`src/hdl/pairwise_ibs_count_accumulator_assert.svh`:
```
// ----------------------------------------------------------------------------
// pairwise ibs count accumulator - assertion macros
// shorthand for the concurrent checks at the end of the top level
// ----------------------------------------------------------------------------
`ifndef PAIRWISE_IBS_COUNT_ACCUMULATOR_ASSERT_SVH
`define PAIRWISE_IBS_COUNT_ACCUMULATOR_ASSERT_SVH

// same-cycle implication, masked during reset
`define PIBS_ASSERT_SAME(label, clk, rst, ante, cons) \
  label: assert property (@(posedge clk) disable iff (rst) (ante) |-> (cons)) \
    else $error("pibs same-cycle check failed");

// next-cycle implication, masked during reset
`define PIBS_ASSERT_NEXT(label, clk, rst, ante, cons) \
  label: assert property (@(posedge clk) disable iff (rst) (ante) |=> (cons)) \
    else $error("pibs next-cycle check failed");

`endif

```
`src/hdl/pibs_ram.sv`:
```
// ----------------------------------------------------------------------------
// pibs_ram
// simple dual-port ram, one write port, one read port with registered data
// ----------------------------------------------------------------------------
`default_nettype none

module pibs_ram #(
  parameter int WIDTH = 8,
  parameter int DEPTH = 16,
  localparam int AddrW = (DEPTH > 1) ? $clog2(DEPTH) : 1
) (
  input  wire logic             clk,
  input  wire logic             wr_en,
  input  wire logic [AddrW-1:0] wr_addr,
  input  wire logic [WIDTH-1:0] wr_data,
  input  wire logic [AddrW-1:0] rd_addr,
  output logic      [WIDTH-1:0] rd_data
);

  logic [WIDTH-1:0] mem [DEPTH];

  // read-first: a read of the address being written returns the old word
  always_ff @(posedge clk) begin
    if (wr_en) begin
      mem[wr_addr] <= wr_data;
    end
    rd_data <= mem[rd_addr];
  end

endmodule

`default_nettype wire

```
`config.mk`:
```
export PLATFORM = sky130hd
export DESIGN_NAME = pibs_ram
export DESIGN_NICKNAME = d
export VERILOG_FILES = /design/src/hdl/pairwise_ibs_count_accumulator_assert.svh /design/src/hdl/pibs_ram.sv
export SDC_FILE = /design/constraint.sdc
export NUM_CORES = 1
export LEC_CHECK = 0
export ABC_AREA = 1
export ABC_CLOCK_PERIOD_IN_PS = 3600
export CAP_MARGIN = 20
export CORE_MARGIN = 2
export CORE_UTILIZATION = 68
export CTS_CLUSTER_DIAMETER = 120
export DETAILED_ROUTE_END_ITERATION = 6
export DONT_BUFFER_PORTS = 1
export PLACE_DENSITY = 0.84
export SLEW_MARGIN = 20
export SYNTH_ARGS = -nofsm -noshare
export SYNTH_HDL_FRONTEND = slang
export SYNTH_SLANG_ARGS = --single-unit
```
`constraint.sdc`:
```
create_clock -name clk -period 3.6 [get_ports clk]
set_input_delay 1.08 -clock clk [delete_from_list [all_inputs] [get_ports clk]]
set_output_delay 1.08 -clock clk [all_outputs]
set_load 0.1 [all_outputs]
```
# Word level (Yosys, flattened, before mapping)
# Memory sizes are Yosys's and may differ from the RTL's. A register that Yosys moved wholly into a read port is not among the register bits.
# Cells that the tools add are included.
[totals]
mem_bits_rw = 128
ff_bits = 0
output_inout_bits = 8
elab_cells = 3
memories = 1
inputBits = 18
[mem_list]
columns = ["memory", "words", "width", "rd", "rd_ports_with_merged_regs", "write_ports", "line", "source"]
rows = [
  ["mem", 16, 8, 1, 1, 1, "pibs_ram.sv:20", "logic [WIDTH-1:0] mem [DEPTH];"],
]
[classes]
mux = 2
[ops]
columns = ["op", "count"]
rows = [
  ["2-to-1 mux 1 bit", 2],
]

# Depth between registers and ports, before layout
# Gate-level depths: netlist of the first run.
[depth]
word_depth = 2
mapped_depth = 8
mapped_depth_nobuf = 7

# Worst setup path after synthesis of the first run
# No wires, ideal clock.
[synth_timing]
kind = "input -> register"
start = "input port wr_addr[2]"
end = "memory mem[10][0] (enable)"
setup_ns = 0.370
n_path_buf = 0
path_slack_ns = 1.569
path_stages = 2
t_arrival_ns = 1.661
t_required_ns = 3.230
cell_sequence = "nand3b_1 -> nor2_1"
[synth_rtl]
columns = ["item", "line", "source"]
rows = [
  ["start, declared", "pibs_ram.sv:14", "input wire logic [AddrW-1:0] wr_addr,"],
  ["end, declared", "pibs_ram.sv:20", ""],
]
# Straight into the memory's write port.

# Final worst setup path of the first run
[layout_timing]
start = "register rd_data[6], read port of mem"
end = "output port rd_data[6]"
[layout_rtl]
columns = ["item", "line", "source"]
rows = [
  ["start, declared", "pibs_ram.sv:17", "output logic [WIDTH-1:0] rd_data"],
]
# No word-level cell between the ends.

==> results of run 1 <==
==> state kept, by name, summed over array words and instances (netlist names) <==
register	count
rd_data	8
mem	128
==> per-stage QoR <==
| stage | std cells | cell area (sq um) |
|---|---|---|
| after floorplan | 551 | 5770 |
| after global placement | 633 | 5750 |
| after detailed placement | 633 | 5750 |
| after CTS | 665 | 6340 |
| after global routing | 665 | 6340 |
| final | 665 | 6340 |
==> layer usage <==
metal / track usage [%] / vias to the layer above / share of wire, % / wire length [microns]
li1: - / 1764 / - / -
met1: 42.6 / 1823 / 36 / 4840
met2: 47.8 / 322 / 47 / 6270
met3: 8.30 / 61 / 12 / 1560
met4: 19.2 / 0 / 5.0 / 671
met5: 0 / - / 0 / 0
==> power groups by stage <==
stage	sequential (mW)	combinational (mW)	clock, mW
after floorplan	1.89	0.125	0
after global placement	1.89	0.127	0
after detailed placement	1.89	0.132	0
after CTS	1.86	0.139	1.73
after global routing	1.86	0.157	1.79
final	1.86	0.140	1.74
==> worst paths after layout <==
kind,start,cells past startpoint,slack (ps),to
setup / recovery,rd_data[6],0,990,rd_data[6]
hold reg to reg,mem[3][6],6,680,rd_data[6]
setup reg to reg,mem[8][6],6,2470,rd_data[6]
hold / removal,wr_data[7],0,640,mem[6][7]
==> cells in the mapped netlist (all sizes together) <==
cell type | count | area share [%]
buf | 24 | 2.9
nand3 | 97 | 8.4
nand3b | 2 | 0.26
inv | 102 | 6.6
edfxtp | 128 | 67
dfxtp | 8 | 2.8
nand2 | 173 | 11
nor2 | 17 | 1.1
==> kinds of logic after synthesis <==
family        count (synthesis)  synth area share, %
simple gates                289                 21.0
flops                       136                 69.4
buf+inv                     126                 9.52
==> area by class of cell <==
| class | count | share of cell area (%) |
|---|---|---|
| repair buffers | 1 | 0.316 |
| clock inverters | 14 | 2.76 |
| clock buffers | 18 | 6.59 |
| multi-input cells | 289 | 19.1 |
| flip-flops and latches | 136 | 63.1 |
| inverters | 102 | 6.03 |
| well taps | 105 | 2.07 |
==> run_results.csv, run 1 <==
group,metric,value,unit
run_status,status,"finished, final reports clean",
timing,timing.hold.ws,638,ps
synth,ys_types,12,
routing,ant_nets,0,
timing,finalCritPeriodShare,72.5,%
cts,numCtsBuffers,17,
setup_path,crit_path_start_kind,"flop",
placed_design,place_hpwl,7.33,mm
placed_design,dp_slack,1200,ps
timing,hold_viol,0,
layout,drive_above_1_share,6.07,%
synth,synthCells,551,
floorplanning,boundaryPins,26,
floorplanning,core_area,8220,sq um
cts,h-tree-depth,4,
timing,skew,7.68,ps
routing,drtIter0Drc,713,
floorplanning,die_area,9230,sq um
timing,relSlewSlack,31.5,%
power,pwr-share-clk,46.5,%
timing,rsz0062_at_grt,"no",
cts,clock_sinks,136,
setup_path,critPathKind,"flop to output pin",
cts,postCtsResizedCells,0,
global_route,grtUsageTotal,32.0,%
layout,final_nets,565,
layout,final_util,77.2,%
setup_path,cp.arrival,1530,ps
layout,final_cell_mix,"nand2_1 (173), edfxtp_1 (128), inv_1 (100)",
routing,firstDrtPassIters,7,
min_path,hold_class,"input port to flop",
floorplanning,die_h,96.1,microns
setup_path,critPathRequiredTime,2520,ps
layout,diodes,0,
cts,hold_buffers,0,
placed_design,finalWeightedCongestion,0.801,
power,leakagePower,2.71,nW
routing,drc_errors,0,
timing,fin_ws,989,ps
global_route,grt_max_degree,66,
cts,postCtsSetupBuffers,0,
synth,syn_area,5770,sq um
power,p_seq_share,49.8,%
layout,fill_cells,449,
synth,ys_ff_latch,136,
layout,multi_input_area,1210,sq um
timing,drv_slew,0,
global_route,grt_first_pass_wirelength,20.6,mm
timing,fmax,0.383,GHz
global_route,grt_pass1_vias,3880,
cts,clk_path_buf_depth,2,
routing,vias,3970,
synth,syn_avg_cell_area,10.5,sq um
floorplanning,fp.dieW,96.1,microns
global_route,antenna_found_initial,0,
timing,finalSetupTns,0,ps
layout,syn_to_final_growth,10.0,%
power,power.total,3.74,mW
cts,cts_tree,"done",
power,switching_share,23.1,%
cts,insertion_delay,530,ps
power,powerDensity,589,nW/um^2
synth,synth-seq-area-share,69.4,%
job,maxCapViolations,0,
cts,path_clk_slew,70,ps
layout,seqCellArea,4000,sq um
timing,min_period,2610,ps
timing,worst_pin_slew,1030,ps
power,p_int,2.87,mW
global_route,gr-total-overflow,0,
routing,vias_per_cell,5.97,
power,ir_worst_vdd,0.000422,V
setup_path,cp-end-kind,"output pin",
synth,yosysWarnings,0,
cts,root_buffer,"clkbuf_8",
power,combPwrFrac,3.8,%
setup_path,cp_max_fo,1,
synth,synth_nets,569,
routing,wl_per_cell,20.1,microns
power,p_sw,0.861,mW
floorplanning,start_util,70.2,%
routing,drt_wl_total,13.3,mm
layout,layout_commonest_cell,"nand2_1",
timing,setup_viol,0,
placed_design,io_buffer_count,0,
floorplanning,fp-row-count,33,
(Power assumes the default switching activity.)
==> inputs of run 2 (changes only) <==
--- a/config.mk
+++ b/config.mk
@@ -6,14 +6,14 @@
 export NUM_CORES = 1
 export LEC_CHECK = 0
 export ABC_AREA = 1
-export ABC_CLOCK_PERIOD_IN_PS = 3600
+export ABC_CLOCK_PERIOD_IN_PS = 2400
 export CAP_MARGIN = 20
 export CORE_MARGIN = 2
-export CORE_UTILIZATION = 68
+export CORE_UTILIZATION = 57
 export CTS_CLUSTER_DIAMETER = 120
 export DETAILED_ROUTE_END_ITERATION = 6
 export DONT_BUFFER_PORTS = 1
-export PLACE_DENSITY = 0.84
+export PLACE_DENSITY = 0.75
 export SLEW_MARGIN = 20
 export SYNTH_ARGS = -nofsm -noshare
 export SYNTH_HDL_FRONTEND = slang
==> constraint.sdc (replaced) <==
create_clock -name clk -period 2.4 [get_ports clk]
set_input_delay 0.72 -clock clk [delete_from_list [all_inputs] [get_ports clk]]
set_output_delay 0.72 -clock clk [all_outputs]
set_load 0.1 [all_outputs]
==> run 2 against run 1 <==
Against the previous run: worst setup slack worse by 480 ps; critical path type unchanged; largest cell class unchanged; clock power is 60% higher; clock-buffer cell count unchanged.
==> run_results.csv, run 2 (synthesis results as in run 1) <==
group,metric,value,unit
run_status,status,"finished, final reports clean",
global_route,grt_pass1_vias,3682,
timing,relSlewSlack,53.5,%
setup_path,cp_max_fo,1,
setup_path,cp-end-kind,"output pin",
placed_design,placed_cell_area,5920,sq um
global_route,gr-total-overflow,0,
layout,final_cell_mix,"nand2_1 (173), edfxtp_1 (128), inv_1 (100)",
placed_design,finalWeightedCongestion,0.879,
setup_path,critical_path.top_delay_family,"flip-flops",
timing,rsz0062_at_grt,"no",
cts,numCtsBuffers,17,
timing,drv_slew,0,
layout,top_register,"mem",
setup_path,crit_path_start_kind,"flop",
setup_path,max_stage_delay,350,ps
setup_path,critPathRequiredTime,1680,ps
layout,final_nets,583,
timing,hold_viol,0,
floorplanning,boundaryPins,26,
cts,root_buffer,"clkbuf_8",
cts,h-tree-depth,4,
placed_design,io_buffer_count,0,
power,p_int,4.55,mW
layout,fill_cells,721,
power,leakagePower,2.82,nW
placed_design,dp.cells,679,
layout,diodes,0,
global_route,grt_first_pass_wirelength,19.1,mm
setup_path,critPathSlowestCell,"dfxtp_1",
timing,setup_viol,0,
floorplanning,start_util,58.7,%
timing,fmax,0.529,GHz
layout,reg_top3,"mem: 128 flops, rd_data: 8 flops",
floorplanning,fp-row-count,36,
layout,largest_reg_flops,128,
power,switching_share,21.5,%
setup_path,cp_cell_sequence,"buf_4",
global_route,grt_max_degree,66,
routing,wl_per_cell,16.9,microns
setup_path,critPathBufInv,1,
power,p_seq_share,46.1,%
floorplanning,fp.dieW,105,microns
layout,drive_above_1_share,8.82,%
power,ir_worst_vdd,0.000713,V
timing,worst_pin_slew,695,ps
layout,layout_commonest_cell,"nand2_1",
setup_path,cp.arrival,1170,ps
setup_path,critPathKind,"flop to output pin",
cts,postCtsResizedCells,0,
floorplanning,die_h,105,microns
floorplanning,die_area,10900,sq um
placed_design,place_hpwl,7.50,mm
routing,firstDrtPassIters,4,
power,p_sw,1.25,mW
floorplanning,core_area,9820,sq um
cts,insertion_delay,530,ps
timing,finalCritPeriodShare,78.7,%
routing,vias,3779,
global_route,grtUsageTotal,23.5,%
routing,drt_wl_total,12.0,mm
timing,timing.hold.ws,289,ps
timing,skew,6.05,ps
routing,ant_nets,0,
job,maxCapViolations,0,
power,pwr-share-clk,48.0,%
cts,clk_path_buf_depth,2,
min_path,hold_class,"input port to flop",
power,powerDensity,883,nW/um^2
cts,clock_sinks,136,
layout,finalNonFillerCells,711,
cts,postCtsSetupBuffers,0,
cts,cts_tree,"done",
routing,drc_errors,0,
global_route,antenna_found_initial,0,
routing,drtIter0Drc,306,
routing,vias_per_cell,5.32,
power,combPwrFrac,5.9,%
cts,path_clk_slew,60,ps
layout,stdcell_area,6560,sq um
timing,finalSetupTns,0,ps
timing,min_period,1890,ps
layout,syn_to_final_growth,13.8,%
cts,hold_buffers,0,
==> run 2: final cells by class <==
cell class	instances	area [sq um]	area share, %
Clock inverter	14	221	3.38
Multi-Input combinational cell	289	1210	18.5
Timing Repair Buffer	19	155	2.36
Inverter	102	383	5.84
Clock buffer	18	418	6.37
Sequential cell	136	4000	61.0
Tap cell	133	166	2.54
==> run 2: worst paths after layout <==
path                              endpoint  slack [ps]        from  cells past startpoint
worst max-delay path            rd_data[7]         510  rd_data[7]                      1
worst min-delay path            mem[14][7]         290  wr_data[7]                      0
worst max register to register  rd_data[6]        1370   mem[4][6]                      6
worst min register to register  rd_data[6]         670  mem[10][6]                      6
==> run 2: stage by stage <==
stage | util, % | worst slack (ps) | power, mW
global placement | 60.3 | 543 | 3.05
global route | 66.8 | 472 | 5.97
finish | 66.8 | 511 | 5.79
floorplan | - | 729 | 3.02
detailed placement | 60.3 | 526 | 3.06
CTS | 66.8 | 490 | 5.81
==> run 2: metal layers <==
metal | part of all wire (%) | GRT usage, % | vias to the layer above
met4 | 1.8 | 8.38 | 0
li1 | - | - | 1800
met5 | 0 | 0 | -
met3 | 8.3 | 7.24 | 20
met2 | 49 | 37.2 | 196
met1 | 41 | 31.0 | 1763
==> run 2: power groups by stage <==
stage               Clock, mW  Combinational, mW  Sequential, mW
CTS                      2.80              0.341            2.67
global placement            0              0.334            2.72
detailed placement          0              0.339            2.72
global route             2.92              0.370            2.68
finish                   2.78              0.342            2.67
floorplan                   0              0.187            2.83
